`src/rtl/ratio_cross_check_match_filter_top_macros.svh`:
```
// ============================================================================
// Assertion macros for the ratio / cross-check match filter
// Clocked assertion helpers, compiled out when ASSERT_OFF is set.
// ============================================================================
`ifndef RATIO_CROSS_CHECK_MATCH_FILTER_TOP_MACROS_SVH
`define RATIO_CROSS_CHECK_MATCH_FILTER_TOP_MACROS_SVH

`ifndef ASSERT_OFF
// property must hold at every clock edge outside reset
`define RCCMF_ASSERT(lbl, ck, rstn, prop) \
	lbl: assert property (@(posedge ck) disable iff (!rstn) (prop)) \
		else $error("rccmf assertion failed");
// condition must never be seen outside reset
`define RCCMF_NEVER(lbl, ck, rstn, cond) \
	lbl: assert property (@(posedge ck) disable iff (!rstn) !(cond)) \
		else $error("rccmf forbidden condition seen");
`else
`define RCCMF_ASSERT(lbl, ck, rstn, prop)
`define RCCMF_NEVER(lbl, ck, rstn, cond)
`endif

`endif

```
`src/rtl/rccmf_pkg.sv`:
```
// ============================================================================
// rccmf_pkg
// Shared constants, request codes and store port types of the match filter.
// ============================================================================
`default_nettype none

package rccmf_pkg;

	// store geometry
	localparam int STORE_DEPTH = 1024;
	localparam int ADDR_W      = $clog2(STORE_DEPTH);
	localparam int CNT_W       = $clog2(STORE_DEPTH + 1);

	// field widths
	localparam int IDX_W   = 16;
	localparam int DIST_W  = 16;
	localparam int RATIO_W = 16;
	localparam int NCNT_W  = 2;
	localparam int WORD_W  = 2 * IDX_W;

	// ratio register reset: 0.65 rounded down in Q0.16
	localparam logic [RATIO_W-1:0] RATIO_RESET = 16'd42598;

	// request codes
	typedef enum logic [1:0] {
		REQ_CLEAR = 2'd0,
		REQ_STORE = 2'd1,
		REQ_TEST  = 2'd2,
		REQ_NONE  = 2'd3
	} req_t;

	// sequencer states
	typedef enum logic [1:0] {
		ST_IDLE,
		ST_EXEC,
		ST_SCAN,
		ST_EMIT
	} state_t;

	// store write port
	typedef struct packed {
		logic              en;
		logic [ADDR_W-1:0] addr;
		logic [WORD_W-1:0] data;
	} mem_wr_t;

	// store read port
	typedef struct packed {
		logic              en;
		logic [ADDR_W-1:0] addr;
	} mem_rd_t;

endpackage

`default_nettype wire

```
`src/rtl/rccmf_ratio.sv`:
```
// ============================================================================
// rccmf_ratio
// Ratio test: best * 2^16 <= ratio * second with at least two neighbours.
// Result registered with the item capture.
// ============================================================================
`default_nettype none

module rccmf_ratio (
	input  wire logic                           clk,
	input  wire logic                           load,
	input  wire logic [rccmf_pkg::RATIO_W-1:0] ratio,
	input  wire logic [rccmf_pkg::DIST_W-1:0]  best,
	input  wire logic [rccmf_pkg::DIST_W-1:0]  second,
	input  wire logic [rccmf_pkg::NCNT_W-1:0]  ncount,
	output logic                                pass_s1
);

	localparam int PROD_W = rccmf_pkg::RATIO_W + rccmf_pkg::DIST_W;

	logic [PROD_W-1:0] prod;
	logic [PROD_W-1:0] lhs;
	logic              pass;

	// single 16x16 product and compare
	always_comb begin
		prod = PROD_W'(ratio) * PROD_W'(second);
		lhs  = {best, rccmf_pkg::RATIO_W'(0)};
		pass = ncount[1] && (lhs <= prod);
	end

	always_ff @(posedge clk) begin
		if (load) begin
			pass_s1 <= pass;
		end
	end

endmodule

`default_nettype wire

```
`config.mk`:
```
export PLATFORM = sky130hd
export DESIGN_NAME = rccmf_ratio
export DESIGN_NICKNAME = d
export VERILOG_FILES = /design/src/rtl/ratio_cross_check_match_filter_top_macros.svh /design/src/rtl/rccmf_pkg.sv /design/src/rtl/rccmf_ratio.sv
export SDC_FILE = /design/constraint.sdc
export NUM_CORES = 1
export LEC_CHECK = 0
export ABC_AREA = 1
export ABC_CLOCK_PERIOD_IN_PS = 15300
export BUFFER_PORTS_ARGS = -buffer_cell sky130_fd_sc_hd__buf_2
export CAP_MARGIN = 20
export CORE_UTILIZATION = 50
export CTS_CLUSTER_SIZE = 14
export DETAILED_ROUTE_END_ITERATION = 8
export GPL_TIMING_DRIVEN = 0
export PLACE_DENSITY = 0.67
export SETUP_SLACK_MARGIN = 0.15
export SYNTH_ARGS = -nofsm -noshare
export SYNTH_HDL_FRONTEND = slang
export SYNTH_SLANG_ARGS = --single-unit
export TNS_END_PERCENT = 10
```
`constraint.sdc`:
```
create_clock -name clk -period 15.3 [get_ports clk]
set_clock_uncertainty 0.2 [all_clocks]
set_input_delay 3.06 -clock clk [delete_from_list [all_inputs] [get_ports clk]]
set_output_delay 3.06 -clock clk [all_outputs]
set_load 0.01 [all_outputs]
```
=== Yosys cells after proc, flatten, opt, wreduce, memory -nomap -nowiden ===
Cells that the tools add are included.

* Word-level logic and storage cells: 4
* Register bits after elaboration: 1
* Output and inout port bits: 1
* Input bits: 52

* Multipliers: 1
* Reductions and logical operators: 1
* Magnitude comparators: 1

{| class="wikitable"
|+ Operators by type and width
! operator !! number
|-
| $le 32x32->1 || 1
|-
| $mul 16x16->32 || 1
|-
| $logic_and 1x1->1 || 1
|}

=== Depth between registers and ports, before layout ===
* Depth after elaboration: 3
* Mapped depth: 39
* Mapped depth without buffers: 37

=== Worst setup path after synthesis ===
OpenSTA, ideal clock, no wires.

* Path kind: in2reg
* Start point: input port second[7] in the netlist's numbering
* End point: register pass_s1 (data pin)
* Library setup time: 0.146 ns
* Data arrival time: 8.984 ns
* Setup slack: 5.970 ns
* Data required time: 14.954 ns
* Buffers on the path: 2
* Stages on the path: 35
* Cells stage by stage: clkbuf_1 -> clkbuf_1 -> nand2_1 -> fa_1 -> inv_1 -> fa_1 -> inv_1 -> fa_1 -> inv_1 -> fa_1 -> fa_1 -> inv_1 -> fa_1 -> inv_1 -> ha_1 -> inv_1 -> o21ai_0 -> a21oi_1 -> nor2_1 -> nor2_1 -> nor2_1 -> nor2_1 -> o21ai_1 -> xor2_1 -> ha_1 -> nand2_1 -> nor2_1 -> nand2_1 -> nor2_1 -> nand3_1 -> nor2_1 -> nand3_1 -> nor2_1 -> nand3_1 -> a21oi_1

* Longest elaborated chain between the ends: 3

{| class="wikitable"
|+ Ends and longest elaborated chain
! element !! RTL line !! text
|-
| start, declared || rccmf_ratio.sv:13 || <nowiki>input wire logic [rccmf_pkg::DIST_W-1:0] second,</nowiki>
|-
| $mul 16x16->32 || rccmf_ratio.sv:26 || <nowiki>prod = PROD_W'(ratio) * PROD_W'(second);</nowiki>
|-
| $le 32x32->1 || rccmf_ratio.sv:28 || <nowiki>pass = ncount[1] && (lhs <= prod);</nowiki>
|-
| $logic_and 1x1->1 || rccmf_ratio.sv:28 ||
|-
| net pass || rccmf_ratio.sv:22 || <nowiki>logic pass;</nowiki>
|-
| end signal, assigned || rccmf_ratio.sv:33 || <nowiki>pass_s1 <= pass;</nowiki>
|-
| end, declared || rccmf_ratio.sv:15 || <nowiki>output logic pass_s1</nowiki>
|}

The timed path passes the listed nets, and every way through them passes these cells.
A chain may end at the register's enable or synchronous reset.

=== Final worst setup path ===
* Start point: input port ratio[8] in the netlist's numbering
* End point: register pass_s1 (data pin)

* Longest elaborated chain between the ends: 3

{| class="wikitable"
|+ Ends and longest elaborated chain
! element !! RTL line !! text
|-
| start, declared || rccmf_ratio.sv:11 || <nowiki>input wire logic [rccmf_pkg::RATIO_W-1:0] ratio,</nowiki>
|-
| $mul 16x16->32 || rccmf_ratio.sv:26 ||
|-
| $le 32x32->1 || rccmf_ratio.sv:28 ||
|-
| $logic_and 1x1->1 || rccmf_ratio.sv:28 ||
|-
| net pass || rccmf_ratio.sv:22 ||
|}

The timed path passes the listed nets, and every way through them passes these cells.

==> metrics.sh <==
SYNTH_MOST_COMMON_CELL='inv_1'
FINALMAXSLEWVIOLATIONS=0
CRIT_TOP_CELL='nor2_1'
DOMINANTREGCELLSYNTH='edfxtp_1'
PERIOD_SHARE_PCT=69.9
SYNTH.CELLS.MOST_FREQUENT='inv_1, nand2_1, fa_1'
SYNTH_EDF_COUNT=1
FINAL_NETS=1704
GRT_USAGE_PCT=26.9
CRIT_REQUIRED_NS=14.95
LARGEST-REGISTER='pass_s1'
FIRST_GLOBAL_VIAS=8028
NUM_ANTENNA_CELLS=0
LARGEST_DELAY_CONTRIBUTOR_FAMILY_ON_THE_CRITICAL_PATH='adder cells'
ROUTE.DETAILED.WL_PER_INST_UM=15.6
AVGVIACOUNTPERCELL=4.93
MIN_DELAY_PATH_DEPTH=1
DIE_HEIGHT_UM=140
SYNTH-ASYNC-RESET-RATIO_PCT=0
TOTAL_GLOBAL_ROUTING_OVERFLOW=0
WORST_EP_ARRIVAL_TIME_NS=10.34
PLACE.PORT_BUFFERS=19
ROUTE.VIAS.TOTAL=7743
SYNTH-SIMPLE-AREA-SHARE_PCT=18.9
SLOWEST_STAGE='fa_1'
CTS.REPORTEDPATHS.CLKPINSLEW_NS=0
FIRSTDRTPASSITERS=5
FLOORPLAN.DIE.WIDTH_UM=140
SYNTH.AVG_CELL_AREA_SQ_UM=7.21
LAYOUT_FILLER_CELL_COUNT=1886
PLACEMENTROWS=50
TOP_LEVEL_PORTS=53
POST_SYNTH_XOR_AREA_FRACTION_PCT=1.85
SYNTH_CELL_TYPES=28
SYNTH_TOP_AREA_SHARE_PCT=40.9
DP_HPWL_UM=21200
CRIT_CELLS=33
GP_ROUTABILITY_CONGESTION=0.907
SEQUENTIAL_CELL_AREA_SQ_UM=30.0
SYNTH.AREA.TOP_CELLS='fa_1, ha_1, inv_1, nand2_1, clkbuf_1'
CRITPATHBUFINV=6
CRITPATHLAUNCHTYPE='input port'
SYNTH.AREA.MUX_SHARE_PCT=0
LARGEST_REGISTER_FF_COUNT=1
WIRE_LENGTH_OF_THE_FIRST_GLOBAL_ROUTING_PASS_UM=41000
RSZ0062_AT_GRT='no'
DIE_AREA_SQ_MM=0.0195
CRITICAL_PATH.ENDPOINT_TYPE='flop'
CTS-RESIZED-GATES=0
WORSTSETUPPATHTYPE='input port to flop'
GRT_ANTENNA_BEFORE_REPAIR=0
CRITPATHMAXSTAGEDELAY_NS=0.59
ANT_NETS=0
PLACEABLECOREAREA_SQ_MM=0.0186
MAX_FREQ_GHz=0.0935
TIMING_HOLD_VIOLATIONS_FINAL=0
MAX_SLEW.WORST_PIN.SLEW_NS=0.740
SYNTH-ADDER-AREA-SHARE_PCT=56.7
CRIT_PATH_MAX_FANOUT=10
HP-CLASS='input port to flop'
SETUP-VIOLATIONS-FINAL=0
SYNTH_CELLS=1317
AREA_USED_BY_MULTI_INPUT_COMBINATIONAL_LOGIC_SQ_MM=0.00773
LAYOUT-DRIVE-GT1-SHARE_PCT=2.47
PIN_COUNT_OF_THE_BIGGEST_NET_ENTERING_GLOBAL_ROUTING=11
SYNTH.NET_COUNT=1683
SYNTH_TOP_AREA_CELL='fa_1'
TIMING.FINAL.CRIT_PERIOD_NS=10.69
CAP_VIOLATIONS=0
ROUTE.DETAILED.DRC=0
SYNTHESIS.AREA_SQ_MM=0.00949
SYNTH-SEQ-CELLS=1
DETAIL_ROUTE.WIRELENGTH_UM=24500
SYNTH_SEQUENTIAL_AREA_RATIO_PCT=0.316
POSTCTSSETUPREPAIRBUFS=0
CTS_HOLD_REPAIR.BUFFERS=0
AREA.GROWTH.SYNTH_TO_FINAL_PCT=4.09
INITIALDRTVIOLATIONCOUNT=531
INITIAL_CORE_UTIL_PCT=50.9
RUN_STATUS='finished clean'
SYNTHESIS.YOSYS.WARNINGS=0
MAIN_COMBINATIONAL_CELL_FAMILY_BY_AREA_AFTER_SYNTHESIS='adder cells'
COMPOUND_GATE_FRACTION_OF_SYNTH_AREA_PCT=3.96
TIMING.FINAL.WS_SETUP_NS=4.61
PRE_CTS_WS_NS=4.71
LAYOUT_TOP_REGISTERS='pass_s1 (1)'
MAX_SLEW_MARGIN_PCT=50.6
SETUP-TNS-FINAL_NS=0
==> logic make-up after synthesis <==
group	Yosys count
adder cells (fa/ha/maj)	314
flip-flops	1
buffers and inverters	461
AO/OA/AOI/OAI	68
XOR/XNOR	20
AND/OR/NAND/NOR	453
==> path summary, 6_finish.rpt <==
| check | startpoint | to | slack, ns |
|---|---|---|---|
| worst min-delay path | load | pass_s1$_DFFE_PP_ | 3.06 |
| worst max-delay path | ratio[8] | pass_s1$_DFFE_PP_ | 4.61 |
==> placed cells by master, fill, tap and decap left out, types with 4 or more instances in the layout <==
cell,n
inv_1,397
nand2_1,360
fa_1,194
ha_1,120
clkbuf_1,64
nor2_1,51
a21oi_1,33
o21ai_0,19
buf_2,19
nand3_1,18
xnor2_1,14
nand2_2,7
xor2_1,6
nor3_1,5
nand3b_1,5
o21ai_1,4
==> metal layers <==
layer | up-vias | part of all wire [%] | wire (um) | GRT usage [%]
li1 | 3773 | - | - | -
met1 | 3725 | 44 | 10800 | 37.4
met2 | 220 | 47 | 11600 | 45.1
met3 | 25 | 7.2 | 1770 | 4.09
met4 | 0 | 1.4 | 350 | 3.99
met5 | - | 0 | 0 | 0
==> metrics by stage <==
step | std cells | utilization (%) | hold WS [ns] | cell area, sq um
global placement | 1570 | 53.0 | 3.06 | 9880
floorplan | 1317 | - | 2.97 | 9490
CTS | 1570 | 53.0 | 3.06 | 9880
detailed placement | 1570 | 53.0 | 3.06 | 9880
global route | 1570 | 53.0 | 3.06 | 9880
finish | 1570 | 53.0 | 3.06 | 9880
==> final cells by class <==
cell class / instances / area share [%]
Inverter: 397 / 15.1
Tap cell: 234 / 2.96
Timing Repair Buffer: 19 / 0.963
Buffer: 64 / 2.43
Sequential cell: 1 / 0.304
Multi-Input combinational cell: 855 / 78.3
Power is not shown: default switching activity piles up to over one toggle a cycle in this logic, so the estimate is an artifact.
